--- src/sv/rational_accumulator_unit_macros.svh ---
// Assertion macros for the rational accumulator unit.
// Included by the files that carry concurrent assertions; needs clk and rst in scope.
`ifndef RATIONAL_ACCUMULATOR_UNIT_MACROS_SVH
`define RATIONAL_ACCUMULATOR_UNIT_MACROS_SVH
`ifndef SYNTHESIS
`define RAU_ASSERT_NEVER(label, cond) \
  label: assert property (@(posedge clk) disable iff (rst) !(cond)) \
    else $error("rau assertion failed");
`define RAU_ASSERT_IMPLIES(label, pre, post) \
  label: assert property (@(posedge clk) disable iff (rst) (pre) |=> (post)) \
    else $error("rau assertion failed");
`else
`define RAU_ASSERT_NEVER(label, cond)
`define RAU_ASSERT_IMPLIES(label, pre, post)
`endif
`endif

--- src/sv/rau_pkg.sv ---
// Shared constants and types of the rational accumulator unit.
// Used by rau_div and rational_accumulator_unit; depends on nothing.
package rau_pkg;
  localparam int WORD_BITS = 32;
  localparam int DIV_STEPS = WORD_BITS;
  localparam int CNT_BITS = $clog2(DIV_STEPS + 1);

  localparam logic [2:0] OP_LOAD = 3'd0;
  localparam logic [2:0] OP_ADD  = 3'd1;
  localparam logic [2:0] OP_INC  = 3'd2;
  localparam logic [2:0] OP_DEC  = 3'd3;
  localparam logic [2:0] OP_CMP  = 3'd4;

  typedef struct packed {
    logic                        start;
    logic signed [WORD_BITS-1:0] dividend;
    logic signed [WORD_BITS-1:0] divisor;
  } div_req_t;

  typedef struct packed {
    logic                        done;
    logic signed [WORD_BITS-1:0] quotient;
    logic signed [WORD_BITS-1:0] remainder;
  } div_rsp_t;
endpackage

--- src/sv/rau_div.sv ---
// Iterative signed divider, one quotient bit per cycle, truncating toward zero.
// Depends on rau_pkg.
module rau_div (
  input  logic               clk,
  input  logic               rst,
  input  rau_pkg::div_req_t  req,
  output rau_pkg::div_rsp_t  rsp
);
  logic                            busy;
  logic [rau_pkg::CNT_BITS-1:0]    cnt;
  logic [rau_pkg::WORD_BITS-1:0]   dq;
  logic [rau_pkg::WORD_BITS-1:0]   dv;
  logic [rau_pkg::WORD_BITS-1:0]   rem;
  logic                            neg_q;
  logic                            neg_r;
  logic [rau_pkg::WORD_BITS:0]     rem_sh;
  logic                            fits;

  assign rem_sh = {rem, dq[rau_pkg::WORD_BITS-1]};
  assign fits   = rem_sh >= {1'b0, dv};

  always_ff @(posedge clk) begin
    if (rst) begin
      busy <= 1'b0;
      cnt  <= '0;
    end else if (req.start) begin
      busy  <= 1'b1;
      cnt   <= rau_pkg::CNT_BITS'(rau_pkg::DIV_STEPS);
      dq    <= req.dividend[rau_pkg::WORD_BITS-1] ? (~req.dividend + 1'b1) : req.dividend;
      dv    <= req.divisor[rau_pkg::WORD_BITS-1] ? (~req.divisor + 1'b1) : req.divisor;
      rem   <= '0;
      neg_q <= req.dividend[rau_pkg::WORD_BITS-1] ^ req.divisor[rau_pkg::WORD_BITS-1];
      neg_r <= req.dividend[rau_pkg::WORD_BITS-1];
    end else if (busy) begin
      if (cnt != '0) begin
        rem <= fits ? rau_pkg::WORD_BITS'(rem_sh - {1'b0, dv})
                    : rem_sh[rau_pkg::WORD_BITS-1:0];
        dq  <= {dq[rau_pkg::WORD_BITS-2:0], fits};
        cnt <= cnt - 1'b1;
      end else begin
        busy <= 1'b0;
      end
    end
  end

  assign rsp.done      = busy && (cnt == '0);
  assign rsp.quotient  = neg_q ? (~dq + 1'b1) : dq;
  assign rsp.remainder = neg_r ? (~rem + 1'b1) : rem;
endmodule

--- src/sv/rational_accumulator_unit.sv ---
// Rational accumulator unit: top level with the sequencer, shared multiplier
// and accumulator. Depends on rau_pkg, rau_div and the assertion macro header.
//
// The block holds one signed fraction. Each input transaction on the s_ group
// carries an opcode (load, add, increment, decrement, compare) and an operand
// fraction; each one yields exactly one output transaction on the m_ group with
// the accumulator after the operation and the equal, less, nonzero and
// zero-denominator flags.
// An item is worked on by a small sequencer around one 32x32 signed multiplier
// and one shared bit-serial divider. Reduction runs Euclid's algorithm, one
// division per remainder step, then two more divisions by the GCD. An add first
// passes the multiplier states S_MUL0, S_MUL1 and S_MUL2, and a compare ends with
// S_CMP0 and S_CMP1. Rejected items and unused opcodes skip the divider and go to
// S_DONE. s_tready is high only while no item is in work.
// The result sits in an output register; a stalled receiver holds it, and the
// next item may be taken and computed meanwhile, but it waits at its end until
// the register is free. Synchronous reset sets the accumulator to 0/1 and
// clears m_tvalid; the sequencer returns to idle.
`include "rational_accumulator_unit_macros.svh"
module rational_accumulator_unit (
  input  logic        clk,
  input  logic        rst,
  input  logic        s_tvalid,
  output logic        s_tready,
  // Fields from bit 0: opcode[2:0], operand_numerator[34:3],
  // operand_denominator[66:35], zero fill[71:67].
  input  logic [71:0] s_tdata,
  output logic        m_tvalid,
  input  logic        m_tready,
  // Fields from bit 0: result_numerator[31:0], result_denominator[63:32],
  // is_equal[64], is_less[65], is_nonzero[66], zero_denominator[67], fill[71:68].
  output logic [71:0] m_tdata
);
  localparam int W = rau_pkg::WORD_BITS;

  localparam logic [3:0] S_IDLE      = 4'd0;
  localparam logic [3:0] S_MUL0      = 4'd1;
  localparam logic [3:0] S_MUL1      = 4'd2;
  localparam logic [3:0] S_MUL2      = 4'd3;
  localparam logic [3:0] S_GCD_START = 4'd4;
  localparam logic [3:0] S_GCD_WAIT  = 4'd5;
  localparam logic [3:0] S_QN_START  = 4'd6;
  localparam logic [3:0] S_QN_WAIT   = 4'd7;
  localparam logic [3:0] S_QD_START  = 4'd8;
  localparam logic [3:0] S_QD_WAIT   = 4'd9;
  localparam logic [3:0] S_SIGN      = 4'd10;
  localparam logic [3:0] S_CMP0      = 4'd11;
  localparam logic [3:0] S_CMP1      = 4'd12;
  localparam logic [3:0] S_DONE      = 4'd13;

  logic [3:0]            state;
  logic [2:0]            op;
  logic signed [W-1:0]   opn, opd;
  logic signed [W-1:0]   acc_n, acc_d;
  logic signed [W-1:0]   wn, wd;     // fraction being reduced
  logic signed [W-1:0]   ex, ey;     // Euclid pair
  logic signed [W-1:0]   tmp;
  logic signed [2*W-1:0] p1;
  logic                  eq, less, zden;

  logic signed [W-1:0]   mul_a, mul_b;
  logic signed [2*W-1:0] prod;
  logic [W-1:0]          sum_n;

  rau_pkg::div_req_t     dreq;
  rau_pkg::div_rsp_t     drsp;

  logic                  in_acc;
  logic [2:0]            in_op;
  logic signed [W-1:0]   in_n, in_d;

  assign in_acc = s_tvalid && s_tready;
  assign in_op  = s_tdata[2:0];
  assign in_n   = s_tdata[W+2:3];
  assign in_d   = s_tdata[2*W+2:W+3];
  assign s_tready = (state == S_IDLE);

  rau_div u_div (
    .clk (clk),
    .rst (rst),
    .req (dreq),
    .rsp (drsp)
  );

  // The divider serves the Euclid steps and both divisions by the GCD.
  always_comb begin
    dreq.start    = (state == S_GCD_START) || (state == S_QN_START) ||
                    (state == S_QD_START);
    dreq.dividend = ex;
    dreq.divisor  = ey;
    if (state == S_QN_START) begin
      dreq.dividend = wn;
      dreq.divisor  = ex;
    end else if (state == S_QD_START) begin
      dreq.dividend = wd;
      dreq.divisor  = ex;
    end
  end

  // One shared multiplier; its operands follow the sequencer step.
  always_comb begin
    mul_a = acc_d;
    mul_b = opd;
    unique case (state)
      S_MUL1: begin
        mul_a = opd;
        mul_b = acc_n;
      end
      S_MUL2: begin
        mul_a = opn;
        mul_b = acc_d;
      end
      S_CMP0: begin
        mul_a = acc_n;
        mul_b = wd;
      end
      S_CMP1: begin
        mul_a = wn;
        mul_b = acc_d;
      end
      default: begin
        mul_a = acc_d;
        mul_b = opd;
      end
    endcase
  end

  assign prod  = mul_a * mul_b;
  assign sum_n = tmp + prod[W-1:0];

  always_ff @(posedge clk) begin
    if (rst) begin
      state    <= S_IDLE;
      m_tvalid <= 1'b0;
      acc_n    <= '0;
      acc_d    <= W'(1);
    end else begin
      // In S_DONE the output register is reloaded below instead.
      if (m_tvalid && m_tready && (state != S_DONE)) begin
        m_tvalid <= 1'b0;
      end
      unique case (state)
        S_IDLE: begin
          if (in_acc) begin
            op   <= in_op;
            opn  <= in_n;
            opd  <= in_d;
            eq   <= 1'b0;
            less <= 1'b0;
            zden <= 1'b0;
            if (in_op == rau_pkg::OP_LOAD || in_op == rau_pkg::OP_CMP) begin
              if (in_d == '0) begin
                zden  <= 1'b1;
                state <= S_DONE;
              end else begin
                wn    <= in_n;
                wd    <= in_d;
                ex    <= in_n;
                ey    <= in_d;
                state <= S_GCD_START;
              end
            end else if (in_op == rau_pkg::OP_ADD) begin
              state <= S_MUL0;
            end else if (in_op == rau_pkg::OP_INC || in_op == rau_pkg::OP_DEC) begin
              wn    <= (in_op == rau_pkg::OP_INC) ? acc_n + acc_d : acc_n - acc_d;
              ex    <= (in_op == rau_pkg::OP_INC) ? acc_n + acc_d : acc_n - acc_d;
              wd    <= acc_d;
              ey    <= acc_d;
              state <= S_GCD_START;
            end else begin
              state <= S_DONE;
            end
          end
        end
        S_MUL0: begin
          wd <= prod[W-1:0];
          ey <= prod[W-1:0];
          if (prod[W-1:0] == '0) begin
            zden  <= 1'b1;
            state <= S_DONE;
          end else begin
            state <= S_MUL1;
          end
        end
        S_MUL1: begin
          tmp   <= prod[W-1:0];
          state <= S_MUL2;
        end
        S_MUL2: begin
          wn    <= sum_n;
          ex    <= sum_n;
          state <= S_GCD_START;
        end
        S_GCD_START: begin
          state <= S_GCD_WAIT;
        end
        S_GCD_WAIT: begin
          if (drsp.done) begin
            ex    <= ey;
            ey    <= drsp.remainder;
            state <= (drsp.remainder == '0) ? S_QN_START : S_GCD_START;
          end
        end
        S_QN_START: begin
          state <= S_QN_WAIT;
        end
        S_QN_WAIT: begin
          if (drsp.done) begin
            wn    <= drsp.quotient;
            state <= S_QD_START;
          end
        end
        S_QD_START: begin
          state <= S_QD_WAIT;
        end
        S_QD_WAIT: begin
          if (drsp.done) begin
            wd    <= drsp.quotient;
            state <= S_SIGN;
          end
        end
        S_SIGN: begin
          // Move the sign into the numerator; the most negative word stays put.
          if (wd[W-1]) begin
            wn <= -wn;
            wd <= -wd;
          end
          if (op == rau_pkg::OP_CMP) begin
            state <= S_CMP0;
          end else begin
            acc_n <= wd[W-1] ? -wn : wn;
            acc_d <= wd[W-1] ? -wd : wd;
            state <= S_DONE;
          end
        end
        S_CMP0: begin
          p1    <= prod;
          state <= S_CMP1;
        end
        S_CMP1: begin
          less  <= p1 < prod;
          eq    <= (acc_n == wn) && (acc_d == wd);
          state <= S_DONE;
        end
        S_DONE: begin
          if (!m_tvalid || m_tready) begin
            m_tdata  <= {4'b0, zden, (acc_n != '0), less, eq, acc_d, acc_n};
            m_tvalid <= 1'b1;
            state    <= S_IDLE;
          end
        end
        default: begin
          state <= S_IDLE;
        end
      endcase
    end
  end

  // The stored denominator can never become zero.
  `RAU_ASSERT_NEVER(a_acc_den_nonzero, acc_d == '0)
  // A rejected item reports no compare outcome.
  `RAU_ASSERT_NEVER(a_zden_no_cmp, (state == S_DONE) && zden && (eq || less))
  // Once an item is taken the block stops accepting until it is finished.
  `RAU_ASSERT_IMPLIES(a_busy_after_accept, in_acc, !s_tready)
  // The divider only reports completion while the sequencer waits for it.
  `RAU_ASSERT_NEVER(a_div_done_in_wait, drsp.done && !((state == S_GCD_WAIT) ||
                    (state == S_QN_WAIT) || (state == S_QD_WAIT)))
endmodule
--- config.mk ---
export PLATFORM = sky130hd
export DESIGN_NAME = rational_accumulator_unit
export DESIGN_NICKNAME = d
export VERILOG_FILES = /design/src/sv/rau_pkg.sv /design/src/sv/rau_div.sv /design/src/sv/rational_accumulator_unit.sv
export VERILOG_INCLUDE_DIRS = /design/src /design/src/sv
export SDC_FILE = /design/constraint.sdc
export NUM_CORES = 2
export LEC_CHECK = 0
export ABC_AREA = 1
export BUFFER_PORTS_ARGS = -buffer_cell sky130_fd_sc_hd__buf_2
export CAP_MARGIN = 25
export CORE_MARGIN = 2
export CORE_UTILIZATION = 64
export DETAILED_ROUTE_END_ITERATION = 6
export PLACE_DENSITY = 0.81
export SLEW_MARGIN = 25
export SYNTH_ARGS = -nofsm -noshare
export SYNTH_HDL_FRONTEND = slang
export SYNTH_SLANG_ARGS = --single-unit
--- constraint.sdc ---
create_clock -name clk -period 16.39 [get_ports clk]
set_clock_uncertainty 0.1 [all_clocks]
set_input_delay 1.639 -clock clk [delete_from_list [all_inputs] [get_ports clk]]
set_output_delay 1.639 -clock clk [all_outputs]
set_load 0.005 [all_outputs]
After elaboration in Yosys (flattened, before gate mapping)
Index checks and enable logic that the tools add are counted.
Storage, ports and cells
  logic and storage cells: 186
  register bits: 536
Cells by class
  magnitude comparators: 2
  bitwise logic cells: 7
  eq/ne operators: 30
  add/sub/neg operators: 11
  reductions and logical operators: 45
  muxes and demuxes: 64
  multipliers: 1
Operator list (count)
  32-bit 2-to-1 mux: 25
  32-bit one-hot mux with 4 select lines: 3
  32-bit one-hot mux with 3 select lines: 3
  32-bit by 1-bit adder with 32-bit output, second input constant: 4
  64-bit 2-to-1 mux: 2
  32-bit inverter: 4
  32-bit zero test: 3
  32-bit adder: 2
  32-bit equality test: 2
  64-bit < comparator: 1
  32-bit by 32-bit multiplier with 64-bit output: 1
  32-bit negator: 2
  32-bit subtractor: 2
  4-bit one-hot mux with 14 select lines: 1
  4-bit 2-to-1 mux: 10
  33-bit by 32-bit >= comparator with 1-bit output: 1
  32-bit nonzero test: 1
  31-bit 2-to-1 mux: 1
  7-bit AND reduction: 4
  4-bit equality test, second input constant: 6
  6-bit 2-to-1 mux: 3
  4-bit by 3-bit equality test with 1-bit output, second input constant: 4
  2-bit AND reduction: 6
  3-bit AND reduction: 4
  30 further kinds: 65

Depth between registers and ports, before layout
  depth in word-level cells: 7
  gate-level depth with buffers: 55

Cells and area by module
Synthesis repeated with hierarchy kept, for this count alone.
Unflattened totals
  cell total of the unflattened synthesis: 9129
  area total of the unflattened synthesis: 74107.3 µm²
By module, submodules not included
  rational_accumulator_unit: times used 1, area each 63691.1 µm², sequential area each 12251.8 µm², cells an instance 7496
  rau_div: times used 1, area each 10416.2 µm², sequential area each 3083.0 µm², cells an instance 1633

Worst setup path after synthesis
Ideal clock, no wire load.
  kind: reg-to-reg
  start: register state[3]
  end: register less, data pin
  buffers on the path: 6
  period minus slack after synthesis: 10.386 ns
  setup slack: 6.004 ns
  arrival time: 10.032 ns
  stages on the path, launching flop included: 48
  path through: dfxtp_1 -> buf_6 -> nor2_1 -> inv_1 -> nor2_2 -> buf_2 -> buf_2 -> nand2_1 -> o2111ai_1 -> o21ai_0 -> buf_2 -> buf_2 -> nor2_1 -> fa_1 -> fa_1 -> inv_1 -> fa_1 -> inv_1 -> [... 12 more ...] -> nor3_1 -> inv_1 -> nor2_1 -> and3_1 -> a221oi_1 -> xnor2_1 -> ha_1 -> nand2_1 -> inv_1 -> nand3_1 -> nor4_1 -> inv_1 -> nor4_1 -> nand2_1 -> nor4b_1 -> nand2_1 -> a21oi_1 -> nor2_1
Between the ends
  longest elaborated chain between the ends: 6
  elaborated cells on any way between the ends: 11
  those cells by class: mul (1); order compare (1); eq/ne (4); mux (3); reduce/logical (2)
Ends and longest elaborated chain
  from (decl): line rational_accumulator_unit.sv:51  | logic [3:0] state;
  from (signal assigned): line rational_accumulator_unit.sv:201  | state <= (drsp.remainder == '0) ? S_QN_START : S_GCD_START;
  4-bit equality test / 4-bit by 2-bit equality test with 1-bit output (equally long branches): line rational_accumulator_unit.sv:104, rational_accumulator_unit.sv:142
  2-bit OR reduction (no source line)
  32-bit one-hot mux with 3 select lines: line rational_accumulator_unit.sv:104  | unique case (state)
  32-bit by 32-bit multiplier with 64-bit output: line rational_accumulator_unit.sv:128  | assign prod = mul_a * mul_b;
  64-bit < comparator: line rational_accumulator_unit.sv:241  | less <= p1 < prod;
  1-bit one-hot mux with 2 select lines *: line rational_accumulator_unit.sv:142  | unique case (state)
  to (signal assigned): line rational_accumulator_unit.sv:241
  to (decl): line rational_accumulator_unit.sv:59  | logic eq, less, zden;
Every way passes the cells marked *; elsewhere a longest branch is shown, timed or not.
A chain may end at the register's enable or synchronous reset.

Final worst setup path
Same ends and word-level chain as after synthesis.

==> flow_summary.toml <==
[die]
core_um2 = 111000
die_w_um = 339
die_h_um = 339
rows = 122
initial_core_util_pct = 64.7
dieArea_um2 = 115000
top_level_ports = 150

[timing]
finalSetupTns_ns = 0
hold_viol = 0
slew_viol_final = 0
max_freq_mhz = 65.8
rsz0062_at_grt = "false"
fin_crit_ns = 15.21
fin_crit_sh_pct = 92.8
layout_setup_ws_ns = 1.18
setup_viol_count_final = 0
whs_ns = 0.373
tightest_slew_ns = 1.36
slew-limit-headroom_pct = 8.04

[route]
first_iter_violations = 10500
drc = 71
antenna_left = 0
dr.pass1.iters = 7
vias = 66400
wire_per_inst_um = 29.8
vias_per_cell = 6.52
totalWireLength_um = 304000

[finish]
largest_reg_flops = 68
largestRegisters = "m_tdata (68), p1 (64)"
nets = 10100
largest_register = "m_tdata"
syn2layout_area_growth_pct = 6.44
drive_above_1_share_pct = 6.07

[yosys]
synth_top_area_share_pct = 30.2
syn_area_per_cell_um2 = 8.34
synthFlopType = "edfxtp_1"
synth_edf_count = 460
netlist_area_um2 = 71800
ys_seq_elements = 536
syn_inst = 8613
synth.yosys.seq_area_share_pct = 21.3
synthArstFlopShare_pct = 0
ys_warn_count = 0
synth.most_common_cell = "inv_1"
yosys-top-cells-area = "fa_1 30%, edfxtp_1 19%, inv_1 8.7%, nand2_1 8.3%, ha_1 6.1%"
synthTopCellsByCount = "1,672 x inv_1, 1,597 x nand2_1, 1,085 x fa_1"
yosys.area.top_type = "fa_1"
ys_types = 69

[clock_network]
cts_tree = "yes"
cts_buffer_depth = 3
cts.repair.resized = 0
cts_inserted_buffers = 61
clkSinkCount = 536
root_buffer = "clkbuf_16"
cts_hold_buf = 0
cts.htree.levels = 2
post_cts.repair.setup_buffers = 0
worst_skew_pair.late_latency_ns = 0.71
clkTransAtPathRegs_ns = 0.06

[placement]
dp_hpwl_um = 244000
io_buffers = 140
pre_cts_slack_ns = 1.91
place.gp.congestion = 1.20

[critical_path]
end_kind = "register"
cp-start-kind = "register"
worstSetupPathType = "register to register"
critical_path.max_fanout = 54
crit_arrival_ns = 15.51
cpMaxStageDelayCell = "nand3_4"
required_ns = 16.70
cp_slowest_stage_delay_ns = 0.92

[run]
maxCapViolCount = 0

[grt]
antenna_found_initial = 16
grt_first_pass_wirelength_um = 436000
grt_pass1_vias = 66100
grt_max_degree = 74
gr-total-overflow = 0
globalRouteTotalUtil_pct = 52.9

[min_path]
hold_path.class = "register to register"

[run_status]
failed_checks = "design-rule violations"
outcome = "finished, violations left"
## through the flow
stage               std cells  util (%)  area [um^2]
floorplan                8616         -        71800
global placement        10000      66.8        74100
detailed placement      10000      66.8        74100
CTS                     10200      68.8        76400
global route            10200      68.9        76400
finish                  10200      68.9        76500
## placed cells by master (no fill, tap or decap), drive strengths merged, types with 16 or more instances in the layout
| master | instances |
|---|---|
| inv | 1699 |
| nand2 | 1602 |
| fa | 1085 |
| nor2 | 982 |
| edfxtp | 460 |
| o21ai | 456 |
| ha | 351 |
| a21oi | 345 |
| buf | 271 |
| xor2 | 247 |
| nand3 | 216 |
| nand4 | 105 |
| o22ai | 89 |
| xnor2 | 79 |
| o211ai | 76 |
| dfxtp | 76 |
| clkbuf | 73 |
| nor3 | 63 |
| a221oi | 53 |
| or2 | 47 |
| nor4 | 43 |
| a31oi | 35 |
| clkinv | 33 |
| o2111ai | 26 |
| o21a | 19 |
| a21o | 18 |
| a211oi | 17 |
| diode | 16 |
## routing by layer
| metal | track usage [%] | share of wire (%) | up-vias |
|---|---|---|---|
| li1 | - | - | 27100 |
| met1 | 66.2 | 34 | 32000 |
| met5 | 2.63 | 0.17 | - |
| met2 | 70.4 | 39 | 5851 |
| met3 | 29.6 | 19 | 1409 |
| met4 | 32.0 | 8.0 | 20 |
## path summary, 6_finish.rpt
kind                startpoint           end  slack (ns)  depth (start not counted)
setup reg to reg      state[3]          less        1.18                         46
hold reg to reg   u_div.cnt[0]  u_div.cnt[0]        0.37                          2
setup / recovery      state[3]          less        1.18                         46
hold / removal    u_div.cnt[0]  u_div.cnt[0]        0.37                          2
## final cells by class
class,count,area (um^2)
multi-input combinational,6045,48800
fill,8749,34500
sequential,536,15300
inverter,1708,6410
tap,1488,1860
timing repair buffer,272,1720
clock buffer,72,1640
clock inverter,44,607
antenna,16,40.0
## worst max-delay path: cells and delay by family, from the launching register on
family,cells,cell delay [ns]
and+or+nand+nor,19,5.19
adders and majority gates,10,5.05
buffers and inverters,10,2.24
AOI/OAI and AO/OA,6,1.62
DFF,1,0.55
xor gates and xnor gates,1,0.12
## logic make-up (layout without fill, tap and decap cells)
kind of cell,Yosys count,in the layout,synth area share (%)
DFF,536,536,21.3
buffers and inverters,2035,2096,10.9
other,1,20,0.00522
adders and majority gates,1436,1436,36.4
xor gates and xnor gates,326,326,3.97
AOI/OAI and AO/OA,1189,1189,9.71
muxes,4,4,0.0557
and+or+nand+nor,3086,3086,17.6
Power is not shown: default switching activity piles up to over one toggle a cycle in this logic, so the estimate is an artifact.
